`src/sv/dq_pkg.sv`:
```
// Package for the double-ended queue: sizes, operation and status codes, command type.
package dq_pkg;

   // Number of words the queue can hold (2 to 4096)
   localparam int CAPACITY = 16;

   // Slot index width and fill count width (count must reach CAPACITY)
   localparam int IDX_W = $clog2(CAPACITY);
   localparam int CNT_W = $clog2(CAPACITY + 1);

   localparam int WORD_W = 32;
   localparam int OP_W   = 3;
   localparam int STAT_W = 2;

   // Operation codes
   localparam logic [OP_W-1:0] OP_PUSH_FRONT = 3'd0;
   localparam logic [OP_W-1:0] OP_PUSH_BACK  = 3'd1;
   localparam logic [OP_W-1:0] OP_POP_FRONT  = 3'd2;
   localparam logic [OP_W-1:0] OP_POP_BACK   = 3'd3;
   localparam logic [OP_W-1:0] OP_PEEK_FRONT = 3'd4;
   localparam logic [OP_W-1:0] OP_PEEK_BACK  = 3'd5;

   // Status codes
   localparam logic [STAT_W-1:0] STATUS_OK    = 2'd0;
   localparam logic [STAT_W-1:0] STATUS_EMPTY = 2'd1;
   localparam logic [STAT_W-1:0] STATUS_FULL  = 2'd2;

   // Commands from the controller to the datapath
   typedef struct packed {
      logic capture;   // latch the request word and start the storage read
      logic commit;    // update pointers, write storage, load the response word
   } dq_cmd_type;

endpackage

```
`src/sv/double_ended_queue_core.sv`:
```
// Top level of the double-ended queue: controller plus datapath.
// A bounded deque of signed 32-bit words held in a ring buffer of CAPACITY
// entries (dq_pkg). Each request word carries an opcode (push front/back, pop
// front/back, peek front/back) and a push value, and gives exactly one
// response word with the value read, a status (ok, empty, full) and a flag
// that the queue is now empty. A request is handled in a capture step, which
// takes it and starts the registered storage read, then a commit step, which
// updates the ring pointers and loads the response register once the output
// register is free; no new request is taken before the commit. A response
// waiting in the output register does not stop the next request from being
// taken. No clearing is needed after reset; the queue is empty at once.
module double_ended_queue_core
   import dq_pkg::*;
(
   input  logic                     clock,
   input  logic                     reset,
   input  logic                     req_valid,
   output logic                     req_ready,
   input  logic        [OP_W-1:0]   req_opcode,
   input  logic signed [WORD_W-1:0] req_push_value,
   output logic                     rsp_valid,
   input  logic                     rsp_ready,
   output logic signed [WORD_W-1:0] rsp_read_value,
   output logic        [STAT_W-1:0] rsp_status,
   output logic                     rsp_now_empty
);

   dq_cmd_type cmd;

   dq_ctrl u_ctrl (
      .clock     (clock),
      .reset     (reset),
      .req_valid (req_valid),
      .req_ready (req_ready),
      .rsp_valid (rsp_valid),
      .rsp_ready (rsp_ready),
      .cmd       (cmd)
   );

   dq_datapath u_datapath (
      .clock          (clock),
      .reset          (reset),
      .cmd            (cmd),
      .req_opcode     (req_opcode),
      .req_push_value (req_push_value),
      .rsp_read_value (rsp_read_value),
      .rsp_status     (rsp_status),
      .rsp_now_empty  (rsp_now_empty)
   );

endmodule

```
`src/sv/dq_ram.sv`:
```
// Generic single-write, single-read RAM with registered read data.
module dq_ram #(
   parameter int WIDTH = 32,
   parameter int DEPTH = 16
) (
   input  logic                     clock,
   input  logic                     wr_en,
   input  logic [$clog2(DEPTH)-1:0] wr_addr,
   input  logic [WIDTH-1:0]         wr_data,
   input  logic                     rd_en,
   input  logic [$clog2(DEPTH)-1:0] rd_addr,
   output logic [WIDTH-1:0]         rd_data
);

   logic [WIDTH-1:0] mem_ff [DEPTH];
   logic [WIDTH-1:0] rd_data_ff;

   // Write port
   always_ff @(posedge clock) begin
      if (wr_en) begin
         mem_ff[wr_addr] <= wr_data;
      end
   end

   // Registered read port
   always_ff @(posedge clock) begin
      if (rd_en) begin
         rd_data_ff <= mem_ff[rd_addr];
      end
   end

   assign rd_data = rd_data_ff;

endmodule

```
`src/sv/dq_ctrl.sv`:
```
// Controller for the double-ended queue: request/response handshakes and sequencing.
module dq_ctrl
   import dq_pkg::*;
(
   input  logic       clock,
   input  logic       reset,
   input  logic       req_valid,
   output logic       req_ready,
   output logic       rsp_valid,
   input  logic       rsp_ready,
   output dq_cmd_type cmd
);

   localparam logic ST_IDLE = 1'b0;
   localparam logic ST_EXEC = 1'b1;

   logic state_ff, state_in;
   logic rsp_valid_ff, rsp_valid_in;
   logic out_free;

   // Output register can take a new word when empty or being drained
   assign out_free  = !rsp_valid_ff || rsp_ready;
   assign req_ready = (state_ff == ST_IDLE);
   assign rsp_valid = rsp_valid_ff;

   // Next state and commands
   always_comb begin
      state_in    = state_ff;
      cmd.capture = 1'b0;
      cmd.commit  = 1'b0;
      unique case (state_ff)
         ST_IDLE: begin
            if (req_valid) begin
               cmd.capture = 1'b1;
               state_in    = ST_EXEC;
            end
         end
         ST_EXEC: begin
            if (out_free) begin
               cmd.commit = 1'b1;
               state_in   = ST_IDLE;
            end
         end
         default: state_in = ST_IDLE;
      endcase
   end

   // Response valid flag
   always_comb begin
      rsp_valid_in = rsp_valid_ff;
      if (cmd.commit) begin
         rsp_valid_in = 1'b1;
      end else if (rsp_ready) begin
         rsp_valid_in = 1'b0;
      end
   end

   always_ff @(posedge clock) begin
      if (reset) begin
         state_ff     <= ST_IDLE;
         rsp_valid_ff <= 1'b0;
      end else begin
         state_ff     <= state_in;
         rsp_valid_ff <= rsp_valid_in;
      end
   end

endmodule

```
`src/sv/dq_datapath.sv`:
```
// Datapath for the double-ended queue: ring pointers, word storage and response word.
module dq_datapath
   import dq_pkg::*;
(
   input  logic                     clock,
   input  logic                     reset,
   input  dq_cmd_type               cmd,
   input  logic        [OP_W-1:0]   req_opcode,
   input  logic signed [WORD_W-1:0] req_push_value,
   output logic signed [WORD_W-1:0] rsp_read_value,
   output logic        [STAT_W-1:0] rsp_status,
   output logic                     rsp_now_empty
);

   localparam int SUM_W = CNT_W + 1;

   logic [IDX_W-1:0]  head_ff, head_in;
   logic [CNT_W-1:0]  count_ff, count_in;
   logic [OP_W-1:0]   op_ff;
   logic [WORD_W-1:0] value_ff;

   logic signed [WORD_W-1:0] read_value_ff, read_value_in;
   logic [STAT_W-1:0]        status_ff, status_in;
   logic                     now_empty_ff;

   logic [IDX_W-1:0]  head_prev, head_next, tail_slot, back_slot, rd_addr, wr_addr;
   logic [SUM_W-1:0]  tail_sum, back_sum;
   logic              full, empty, wr_en;
   logic [WORD_W-1:0] rd_data;

   // Ring slot arithmetic; for a non-empty queue sums stay below twice the capacity
   assign tail_sum  = SUM_W'(head_ff) + SUM_W'(count_ff) - SUM_W'(1);
   assign back_sum  = SUM_W'(head_ff) + SUM_W'(count_ff);
   assign tail_slot = (tail_sum >= SUM_W'(CAPACITY)) ?
                      IDX_W'(tail_sum - SUM_W'(CAPACITY)) : IDX_W'(tail_sum);
   assign back_slot = (back_sum >= SUM_W'(CAPACITY)) ?
                      IDX_W'(back_sum - SUM_W'(CAPACITY)) : IDX_W'(back_sum);
   assign head_prev = (head_ff == '0) ? IDX_W'(CAPACITY - 1) : head_ff - IDX_W'(1);
   assign head_next = (head_ff == IDX_W'(CAPACITY - 1)) ? '0 : head_ff + IDX_W'(1);

   assign full  = (count_ff == CNT_W'(CAPACITY));
   assign empty = (count_ff == '0);

   // Read the front or back word as the request is taken
   assign rd_addr = (req_opcode == OP_POP_BACK || req_opcode == OP_PEEK_BACK) ?
                    tail_slot : head_ff;

   dq_ram #(
      .WIDTH (WORD_W),
      .DEPTH (CAPACITY)
   ) u_ram (
      .clock   (clock),
      .wr_en   (wr_en),
      .wr_addr (wr_addr),
      .wr_data (value_ff),
      .rd_en   (cmd.capture),
      .rd_addr (rd_addr),
      .rd_data (rd_data)
   );

   // Operation at commit: pointer update, storage write, response word
   always_comb begin
      head_in       = head_ff;
      count_in      = count_ff;
      read_value_in = '0;
      status_in     = STATUS_OK;
      wr_en         = 1'b0;
      wr_addr       = back_slot;
      unique case (op_ff)
         OP_PUSH_FRONT, OP_PUSH_BACK: begin
            if (full) begin
               status_in = STATUS_FULL;
            end else begin
               wr_en    = cmd.commit;
               count_in = count_ff + CNT_W'(1);
               if (op_ff == OP_PUSH_FRONT) begin
                  wr_addr = head_prev;
                  head_in = head_prev;
               end
            end
         end
         OP_POP_FRONT, OP_PEEK_FRONT, OP_POP_BACK, OP_PEEK_BACK: begin
            if (empty) begin
               status_in = STATUS_EMPTY;
            end else begin
               read_value_in = $signed(rd_data);
               if (op_ff == OP_POP_FRONT) begin
                  head_in  = head_next;
                  count_in = count_ff - CNT_W'(1);
               end else if (op_ff == OP_POP_BACK) begin
                  count_in = count_ff - CNT_W'(1);
               end
            end
         end
         default: begin
         end
      endcase
   end

   // Queue pointers
   always_ff @(posedge clock) begin
      if (reset) begin
         head_ff  <= '0;
         count_ff <= '0;
      end else if (cmd.commit) begin
         head_ff  <= head_in;
         count_ff <= count_in;
      end
   end

   // Request capture
   always_ff @(posedge clock) begin
      if (cmd.capture) begin
         op_ff    <= req_opcode;
         value_ff <= req_push_value;
      end
   end

   // Response word
   always_ff @(posedge clock) begin
      if (cmd.commit) begin
         read_value_ff <= read_value_in;
         status_ff     <= status_in;
         now_empty_ff  <= (count_in == '0);
      end
   end

   assign rsp_read_value = read_value_ff;
   assign rsp_status     = status_ff;
   assign rsp_now_empty  = now_empty_ff;

endmodule

```
`config.mk`:
```
export PLATFORM = sky130hd
export DESIGN_NAME = double_ended_queue_core
export DESIGN_NICKNAME = d
export VERILOG_FILES = /design/src/sv/dq_pkg.sv /design/src/sv/double_ended_queue_core.sv /design/src/sv/dq_ram.sv /design/src/sv/dq_ctrl.sv /design/src/sv/dq_datapath.sv
export SDC_FILE = /design/constraint.sdc
export NUM_CORES = 1
export LEC_CHECK = 0
export ABC_AREA = 1
export BUFFER_PORTS_ARGS = -buffer_cell sky130_fd_sc_hd__buf_4
export CAP_MARGIN = 0
export CORE_MARGIN = 3
export CORE_UTILIZATION = 57
export DETAILED_ROUTE_END_ITERATION = 16
export PLACE_DENSITY = 0.76
export SLEW_MARGIN = 20
export SYNTH_ARGS = -nofsm -noshare
export SYNTH_HDL_FRONTEND = slang
export SYNTH_SLANG_ARGS = --single-unit
```
`constraint.sdc`:
```
create_clock -name clock -period 10.1 [get_ports clock]
set_clock_uncertainty 0.15 [all_clocks]
set_input_delay 2.02 -clock clock [delete_from_list [all_inputs] [get_ports clock]]
set_output_delay 2.02 -clock clock [all_outputs]
set_load 0.005 [all_outputs]
```
=== Yosys cells after proc, flatten, opt, wreduce, memory -nomap -nowiden ===
Memories as Yosys holds them, arrays and structs flattened. A register that Yosys moved wholly into a read port is not among the register bits.
Cells that the tools add are included.

* Bits in registers: 81
* Word-level logic and storage cells: 81
* Memories: 1
* RAM bits: 512
* Output and inout bits: 37
* Input bits: 39

* $add $sub $neg: 8
* $lt $le $gt $ge: 2
* Reduce and logical (&&, ||, !) cells: 13
* Bitwise gates (word level): 2
* Mux-type cells: 33
* Equal/unequal tests: 13

{| class="wikitable"
|+ Memory list
! memory !! words !! width !! read ports !! clocked after memory_dff !! write ports !! line !! text
|-
| u_datapath.u_ram.mem_ff || 16 || 32 || 1 || 1 || 1 || dq_ram.sv:15 || <nowiki>logic [WIDTH-1:0] mem_ff [DEPTH];</nowiki>
|}

{| class="wikitable"
|+ Operator list
! kind !! number
|-
| $mux 4 || 12
|-
| $mux 5 || 4
|-
| $ge 6x5->1 const B || 2
|-
| $mux 1 || 12
|-
| $sub 4x1->4 const B || 3
|-
| $logic_not 5->1 || 2
|-
| $pmux 5 s2 || 1
|-
| $eq 3x2->1 const B || 3
|-
| $eq 3x3->1 const B || 3
|-
| $pmux 4 s2 || 1
|-
| $add 4x5->6 || 1
|-
| $reduce_and 6->1 || 1
|-
| $sub 6x1->6 const B || 1
|-
| $add 5x1->5 const B || 1
|-
| $eq 5x5->1 const B || 1
|-
| $sub 5x1->5 const B || 1
|-
| $add 4x1->4 const B || 1
|-
| $eq 4x4->1 const B || 1
|-
| $logic_not 4->1 || 1
|-
| $ne 2x1->1 const B || 2
|-
| $ne 2x2->1 const B || 2
|-
| $pmux 2 s2 || 1
|-
| $reduce_bool 2->1 || 2
|-
| $reduce_or 2->1 || 2
|-
| 8 further kinds || 10
|}

=== Depth between registers and ports, before layout ===
Gate-level depths: netlist (run 1).

* Depth after elaboration: 8
* Gate-level depth with buffers: 14
* Depth with buffers taken out: 13

=== Cells and area by module ===
A second synthesis (run 1) with hierarchy kept.

* Cell total of the unflattened synthesis: 2475
* Area, all modules: 26715.6 um^2

{| class="wikitable"
|+ Modules (own cells, without submodules)
! module !! area an instance (um^2) !! sequential area each (um^2) !! times used !! cells each
|-
| dq_ram || 23050.9 || 16335.7 || 1 || 2120
|-
| dq_datapath || 3573.4 || 2282.2 || 1 || 343
|-
| dq_ctrl || 91.3 || 40.0 || 1 || 12
|}

=== Least setup slack after synthesis (run 1) ===
OpenSTA, ideal clock, no wires.

* Path type: input port to flip-flop
* From: input req_valid
* To: register u_datapath.op_ff[0] (enable)
* Setup slack: 4.567 ns
* Path buffers: 0
* Arrival: 4.889 ns
* Library setup time: 0.494 ns
* Cell stages on the path: 2
* Cells stage by stage: inv_1 -> nor2_1

* Longest elaborated chain between the ends: 2

{| class="wikitable"
|+ Ends and longest elaborated chain
! element !! line !! text
|-
| start: declaration || double_ended_queue_core.sv:17 || <nowiki>input logic req_valid,</nowiki>
|-
| $mux 1 || dq_ctrl.sv:33 || <nowiki>if (req_valid) begin</nowiki>
|-
| $mux 1 || dq_ctrl.sv:31 || <nowiki>unique case (state_ff)</nowiki>
|-
| via u_datapath.u_ram.rd_en || dq_ram.sv:10 || <nowiki>input logic rd_en,</nowiki>
|-
| end signal: assignment || dq_datapath.sv:114 || <nowiki>op_ff <= req_opcode;</nowiki>
|-
| end: declaration || dq_datapath.sv:19 || <nowiki>logic [OP_W-1:0] op_ff;</nowiki>
|}

The timed path passes the listed nets, and every way through them passes these cells.
A chain may end at the register's enable or synchronous reset.

=== Final worst setup path (run 1) ===
* From: input req_opcode[2]
* To: register u_datapath.u_ram.rd_data_ff[14], in the netlist u_datapath.u_ram.rd_data[14], read port of u_datapath.u_ram.mem_ff, data pin

* Longest elaborated chain between the ends: 3
* Elaborated cells between the ends (all ways): 4
* Classes of those cells: eq/ne: 2; mux: 1; reduce/logical: 1

{| class="wikitable"
|+ Ends and longest elaborated chain
! element !! line !! text
|-
| start: declaration || double_ended_queue_core.sv:19 || <nowiki>input logic [OP_W-1:0] req_opcode,</nowiki>
|-
| $eq 3x2->1 / $eq 3x3->1 (equally long branches) || dq_datapath.sv:45 || <nowiki>assign rd_addr = (req_opcode == OP_POP_BACK || req_opcode == OP_PEEK_BACK) ?</nowiki>
|-
| $logic_or 1x1->1 (*) || dq_datapath.sv:45 ||
|-
| $mux 4 (*) || dq_datapath.sv:45 ||
|-
| end: declaration || dq_ram.sv:16 || <nowiki>logic [WIDTH-1:0] rd_data_ff;</nowiki>
|}

Mark *: on every way between the ends. The rest lies on a longest branch, timed or not.

==> results of run 1 <==
-- worst max-delay path, stage by stage --
cell and delay [ns]:
buf_4 0.12, inv_1 0.06, nand2_2 0.08, nand3_4 0.14
nand2_4 0.43, nand2_8 0.87, buf_4 0.83, nand2_1 0.14
nand3_1 0.15, nand3_1 0.15, nand3_1 0.16, nand2_1 0.06
-- registers in the layout, indices dropped and copies added, names as in the netlist --
| name | cells |
|---|---|
| u_datapath.head_ff | 4 |
| u_ctrl.state_ff | 1 |
| u_datapath.rsp_status | 2 |
| u_datapath.value_ff | 32 |
| u_datapath.u_ram.mem_ff | 512 |
| u_ctrl.rsp_valid | 1 |
| u_datapath.count_ff | 5 |
| u_datapath.op_ff | 3 |
| u_datapath.rsp_read_value | 32 |
| u_datapath.rsp_now_empty | 1 |
| u_datapath.u_ram.rd_data | 32 |
-- through the flow --
stage	hold WS (ns)	util	worst slack [ns]
2_1_floorplan	0.327	-	4.57
3_3_place_gp	0.327	0.602	4.59
3_5_place_dp	0.342	0.602	4.48
4_1_cts	0.349	0.647	5.04
5_1_grt	0.368	0.647	4.76
6_report	0.345	0.647	4.96
-- cells in the final DEF, fill, tap and decap left out, types with 2 or more instances in the layout --
cell type / instances
nand2_1: 446
inv_6: 5
inv_1: 483
nand2_8: 2
dfxtp_1: 11
buf_4: 107
nand4_1: 3
nor2_1: 47
nand2_2: 4
xnor2_1: 4
clkbuf_16: 68
nand3b_1: 96
nand3_1: 536
nor2_2: 2
ha_1: 8
nand2_4: 2
inv_2: 3
edfxtp_1: 614
nor3_1: 3
clkbuf_1: 14
o21ai_0: 15
clkinv_2: 7
nor3b_1: 2
a21oi_1: 10
nor2_4: 17
bufinv_16: 6
o21ai_4: 2
xor2_1: 5
clkinvlp_4: 4
clkinv_1: 13
-- area by class of cell --
type	instances	area, µm²
clock inverters	37	363
clock buffers	82	1750
flip-flops and latches	625	18700
well taps	607	759
repair buffers	107	803
multi-input cells	1212	6030
fillers	3402	16500
inverters	486	1820
-- cell families after synthesis --
kind of cell | Yosys count | share of synthesized area
xor gates and xnor gates | 9 | 0.00292
and+or+nand+nor | 1162 | 0.202
adders and majority gates | 9 | 0.00445
buffers and inverters | 612 | 0.0939
AOI/OAI and AO/OA | 32 | 0.00662
DFF | 625 | 0.691
-- synthesized netlist by cell type --
cell type  number  area, µm²
buf_2          61        305
a211oi_1        1       7.51
nor2_2          2       12.5
dfxtp_1        11        220
a22o_1          1       8.76
a21oi_1        10       50.1
xor2_1          5       43.8
ha_1            8        100
nand4_1         3       18.8
nor2_1         64        240
nand4_2         1       12.5
nand3_1       536       2680
clkbuf_2        1       5.00
o211ai_1        1       7.51
o21bai_1        1       7.51
nor3_1          3       15.0
clkbuf_1       26       97.6
buf_1           5       18.8
o21ai_2         1       8.76
nand2_2         3       18.8
nand3b_1       96        721
nand2_1       451       1690
inv_2           2       7.51
nor3b_1         2       15.0
buf_6          10        113
o21ai_0        15       75.1
buf_4          23        173
fa_1            1       20.0
xnor2_1         4       35.0
a21oi_2         1       8.76
edfxtp_1      614      18400
o21ai_1         1       5.00
nand3_4         1       17.5
inv_1         484       1820
-- metal layers --
metal | GRT usage | part of all wire | up-vias | wire, µm
li1 | - | - | 8229 | -
met1 | 0.354 | 0.38 | 8621 | 25400
met2 | 0.424 | 0.47 | 1146 | 31500
met3 | 0.0502 | 0.11 | 189 | 7290
met4 | 0.127 | 0.035 | 2 | 2300
met5 | 0 | 0.00020 | - | 13
-- power by group through the flow --
stage / clock, mW / sequential [mW] / combinational (mW)
finish: 2.40 / 2.99 / 0.661
global route: 2.53 / 2.99 / 0.723
CTS: 2.42 / 2.98 / 0.655
detailed placement: 0 / 3.04 / 0.649
global placement: 0 / 3.03 / 0.628
floorplan: 0 / 3.02 / 0.457
-- final timing paths --
check	end	slack, ns	cells after the start
setup / recovery	u_datapath.u_ram.rd_data[14]	4.96	12
hold / removal	u_ctrl.rsp_valid	0.35	2
hold reg to reg	u_ctrl.rsp_valid	0.35	2
setup reg to reg	u_datapath.u_ram.rd_data[26]	5.86	11
==> summary.txt, run 1 <==
Floorplan
  • Core Footprint: between 0.04 and 0.05 mm²
  • Die W: approximately 220 µm
  • Number of placement rows: around 80
  • Die Area: 0.0500 mm²
  • Initial Util: 0.579
  • Ports: 76
  • DIE HEIGHT: approximately 220 µm

STA
  • Maximum clock frequency: 194 MHz
  • Sum Neg Setup Slack: 0 ns
  • Slew Limit Fails: 0
  • Number of setup violations in the final report: 0
  • RSZ-0062 raised after global routing: no
  • Final hold violation count: 0
  • Worst-margin pin slew: between 1 and 1.5 ns
  • Crit path time final: 5.14 ns
  • Slew headroom: 0.273
  • Fin crit share: 0.509

Clocking
  • Cts repair resizes: 0
  • CTS buffer count: 67
  • Clock tree sinks: 625
  • H-Tree Depth: 3
  • Clock root buffer master: clkbuf_16
  • # hold bufs at CTS: 0
  • Largest buffer count on any clock path: 3
  • CTS tree: done
  • Clk_lat worst skew: 0.60 ns
  • Clock slew at reported path FFs: approximately 0.06 ns
  • Post-CTS Setup Repair Bufs: 0

Setup path
  • CP arrival: 5.36 ns
  • Worst r2r src: u_datapath.count_ff[0]
  • Startpoint Class: input pin
  • Setup crit start: req_opcode[2]
  • Worst Path Required: approximately 10 ns
  • Kind of critical path: input pin to flip-flop
  • Setup crit end kind: flip-flop
  • Critical path peak fanout: between 100 and 150

Detailed routing
  • Final WL: between 60000 and 70000 µm
  • Remaining DRCs: 0
  • Drt wl/cell: 21.1 µm
  • Drt first pass iters: 6
  • DRT iter0 DRCs: ~2200
  • Vias: ~18000
  • Post-route ant nets: 0
  • Vias/cell: 5.76

Placement
  • DP HPWL: between 30000 and 40000 µm
  • Inst Count DP: 3037
  • Port Buffers: between 70 and 80
  • Placed instance area: 0.0281 mm²
  • Routability cong.: 0.796

Power
  • P_leak: ~12 nW
  • Sequential power share: 0.494
  • Power share of the clock group: 0.397
  • Sw frac: 0.252
  • Cell-internal power: between 4 and 5 mW
  • P_sw: about 1.5 mW
  • PD cells: between 200 and 250 mW/mm²
  • Logic gate share of total power: 0.109
  • Peak VDD IR: approximately 0.00014 V
  • Pwr Total: approximately 6.0 mW

Yosys
  • Synth Area per Inst: about 11 µm²
  • Syn_nets: about 2500
  • Yosys reg bits: roughly 630
  • Syn Inst Count: approximately 2400
  • Ys Warns: 0
  • Synth cell types: 34
  • Mapped Area: between 0.02 and 0.03 mm²
  • Post-synthesis sequential area ratio: 0.691

Hold path
  • Hold WC Path Type: flip-flop to flip-flop
  • Min-delay src: u_ctrl.rsp_valid

GRT
  • Tot GR Track Use: 0.265
  • Grt total ovfl: 0
  • First-pass GRT wire length: 101000 µm
  • Vias in the first global route: roughly 18000
  • Pin count of the biggest net entering global routing: 142
  • Initial antenna violation count: 2

Flow run
  • Max-cap violations: 0

Finish
  • Layout area overhead: 11.7%
  • Layout cells sized above 1: 0.0918
  • Final net count: ~2500
  • Diodes inserted: 0
  • Final Instance Area: 0.0302 mm²
  • Final cell count without fillers: between 3000 and 4000

Outcome
  • Status: completed
(Power assumes the default switching activity.)
==> inputs of run 2 (changes only) <==
- CORE_UTILIZATION: 57 -> 56
- PLACE_DENSITY: 0.76 -> 0.78
- clock period: 10.1 -> 4.3 ns (I/O delays scaled with it)
==> run 2 against run 1 <==
Against the previous run:
- final cell count about the same
- hold slack worse by 0.097 ns
- power up 130%
- non-clock buffer count up 14
- cell area up 0.20%
- register-to-register slack worse by 5.1 ns
- setup slack worse by 4.2 ns
- sequential cell count unchanged
- global-route usage down 0.81 points
- via count down 1.3%
- clock-buffer cell count down 10
- largest cell class unchanged
==> summary.txt, run 2 (synthesized netlist as in run 1, its figures left out) <==
STA
  • Number of setup violations in the final report: 0 (unchanged)
  • Hold slack: 0.249 ns (-0.0968 ns)
  • Crit path time final: about 3.5 ns
  • Fin crit share: 0.815
  • Maximum clock frequency: approximately 290 MHz
  • Slew Limit Fails: 0 (unchanged)
  • RSZ-0062 raised after global routing: no
  • Final hold violation count: 0 (unchanged)
  • Slew headroom: 0.215 (-0.0585)
  • Worst-margin pin slew: 1.17 ns (+0.0832 ns)
  • Sum Neg Setup Slack: 0 ns (unchanged)
  • Final setup margin: 0.795 ns (-4.16 ns)

GRT
  • Pin count of the biggest net entering global routing: 129 (-9.2%)
  • Tot GR Track Use: 0.257 (-0.00808)
  • Met3 usage: 0.0404 (-0.00976)
  • Most Crowded Layer GR: met2
  • Vias in the first global route: 17800 (+0.16%)
  • Initial antenna violation count: 0 (-2)
  • GR Util met2: 0.430 (+0.00583)
  • Grt total ovfl: 0 (unchanged)
  • Met1 GRT Util: 0.340 (-0.0140)
  • First-pass GRT wire length: 100000 µm (-0.38%)

Flow run
  • Max-cap violations: 0 (unchanged)

Setup path
  • R2R Setup Slk: 0.80 ns (-5.06 ns)
  • Most used cell, CP: nand2_1
  • Startpoint Class: flip-flop
  • Worst Path Required: 4.47 ns (-5.84 ns)
  • Critical Path, Cell by Cell: inv_1 -> ha_1 -> nand2_1 -> nor2_1 -> nand2_1 -> nand2_2 -> o21ai_0 -> nand3_1 -> nor2_4 -> buf_12
  • R2r worst-path depth: 10 (-1)
  • Critical-path top delay cell: nor2_4
  • Kind of critical path: flip-flop to flip-flop
  • Setup crit end kind: flip-flop
  • Reg2reg end: u_datapath.u_ram.mem_ff[2][16]
  • CP arrival: 3.67 ns (-1.69 ns)
  • Critical path peak fanout: 18 (-87%)
  • Worst r2r src: u_datapath.count_ff[1]
  • Crit-path max cell delay: 0.68 ns (-0.19 ns)

Power
  • P_sw: 3.46 mW (+130%)
  • Cell-internal power: 10.4 mW (+130%)
  • Sw frac: 0.251 (-0.00150)
  • Sequential power share: 0.508 (+0.014)
  • PD cells: 457 mW/mm² (+130%)
  • Power share of the clock group: 0.377 (-0.020)
  • Pwr Total: 13.8 mW (+130%)
  • P_leak: 12.5 nW (+0.32%)
  • Peak VDD IR: 0.000423 V (+190%)
  • Logic gate share of total power: 0.114 (+0.005)

Floorplan
  • Ports: 76 (unchanged)
  • Number of placement rows: 79 (unchanged)
  • DIE HEIGHT: 226 µm (+0.86%)
  • Core Footprint: 0.0471 mm² (+1.1%)
  • Die Area: 0.0509 mm² (+1.7%)
  • Die W: 226 µm (+0.86%)
  • Initial Util: 0.573 (-0.00607)

Clocking
  • Clock root buffer master: clkbuf_16
  • Clk_lat worst skew: 0.64 ns (+0.04 ns)
  • H-Tree Depth: 2 (-1)
  • Post-CTS Setup Repair Bufs: 0 (unchanged)
  • Largest buffer count on any clock path: 3 (unchanged)
  • CTS buffer count: 60 (-10%)
  • CTS tree: done
  • # hold bufs at CTS: 0 (unchanged)
  • Clock slew at reported path FFs: 0.06 ns (about the same)
  • Cts repair resizes: 0 (unchanged)
  • Clock tree sinks: 625 (unchanged)

Placement
  • Placed instance area: 0.0283 mm² (+0.89%)
  • Port Buffers: 75 (unchanged)
  • DP HPWL: 33800 µm (+7.3%)
  • Inst Count DP: 3051 (+0.46%)
  • Worst Setup Slack post-DPL: 0.888 ns (-3.60 ns)
  • Routability cong.: 0.872 (+9.6%)

Detailed routing
  • Final WL: 64600 µm (-2.9%)
  • Drt first pass iters: 6 (unchanged)
  • Drt wl/cell: 20.4 µm (-3.0%)
  • Post-route ant nets: 0 (unchanged)
  • Vias: 18000 (-1.3%)
  • Vias/cell: 5.68 (-1.4%)
  • Remaining DRCs: 0 (unchanged)
  • DRT iter0 DRCs: 2229 (+2.2%)

Finish
  • Final Instance Area: 0.0303 mm² (+0.20%)
  • Layout cells sized above 1: 0.0933 (+0.00146)
  • Layout area overhead: 12.0%
  • Max reg flops: 512 (unchanged)
  • Final core occ: 0.642 (-0.00548)
  • # fillers: 3365 (-1.1%)
  • Commonest non-fill, non-tap cell in the layout: edfxtp_1
  • Most frequent cells in the layout: edfxtp_1 (614), nand3_1 (536), inv_1 (483)
  • Final net count: 2554 (+0.27%)
  • Final cell count without fillers: 3159 (+0.095%)
  • Top reg by flops: u_datapath.u_ram.mem_ff
  • Diodes inserted: 0 (unchanged)

Hold path
  • Hold Crit Depth: 1 (-1)
  • Min-delay src: req_push_value[3]
  • Hold WC Path Type: input pin to flip-flop
  • Hold endpoint: u_datapath.value_ff[3]

Outcome
  • Status: completed
==> run 2: worst max-delay path by stage <==
stage / from / endpoint / slack (ns) / depth (start not counted)
CTS: u_datapath.count_ff[1] / u_datapath.u_ram.mem_ff[2][17] / 0.84 / 10
global placement: rsp_ready / u_datapath.u_ram.mem_ff[2][11] / 0.95 / 8
detailed placement: u_datapath.count_ff[1] / u_datapath.u_ram.mem_ff[2][11] / 0.89 / 10
global route: u_datapath.count_ff[1] / u_datapath.u_ram.mem_ff[2][20] / 0.58 / 10
floorplan: u_datapath.count_ff[1] / u_datapath.u_ram.mem_ff[2][0] / 0.83 / 9
finish: u_datapath.count_ff[1] / u_datapath.u_ram.mem_ff[2][16] / 0.80 / 10
==> run 2: per-layer routing <==
| layer | routed length (µm) | vias to the layer above |
|---|---|---|
| met1 | 25000 | 8552 |
| met2 | 31500 | 991 |
| met4 | 2110 | 0 |
| met5 | 0 | - |
| li1 | - | 8234 |
| met3 | 5940 | 180 |
==> run 2: layout make-up <==
| cell class | count | area, µm² | area share |
|---|---|---|---|
| sequential | 625 | 18700 | 0.617 |
| multi-input combinational | 1212 | 6010 | 0.199 |
| clock buffer | 72 | 1550 | 0.0511 |
| clock inverter | 36 | 382 | 0.0126 |
| tap | 607 | 759 | 0.0251 |
| timing repair buffer | 121 | 1070 | 0.0354 |
| inverter | 486 | 1820 | 0.0603 |
==> run 2: power by group through the flow <==
stage	Sequential, mW	Combinational [mW]	Clock [mW]
CTS	7.02	1.57	5.27
detailed placement	7.14	1.56	0
floorplan	7.09	1.07	0
global route	7.03	1.74	5.49
finish	7.02	1.58	5.21
global placement	7.14	1.52	0
==> run 2: critical path: cells and delay by family (launching register included) <==
kind,cells,cell delay (ns)
compound gates,1,0.35
fa+ha+maj,1,0.23
buf+inv,2,0.40
flops,1,0.49
simple gates,6,1.55
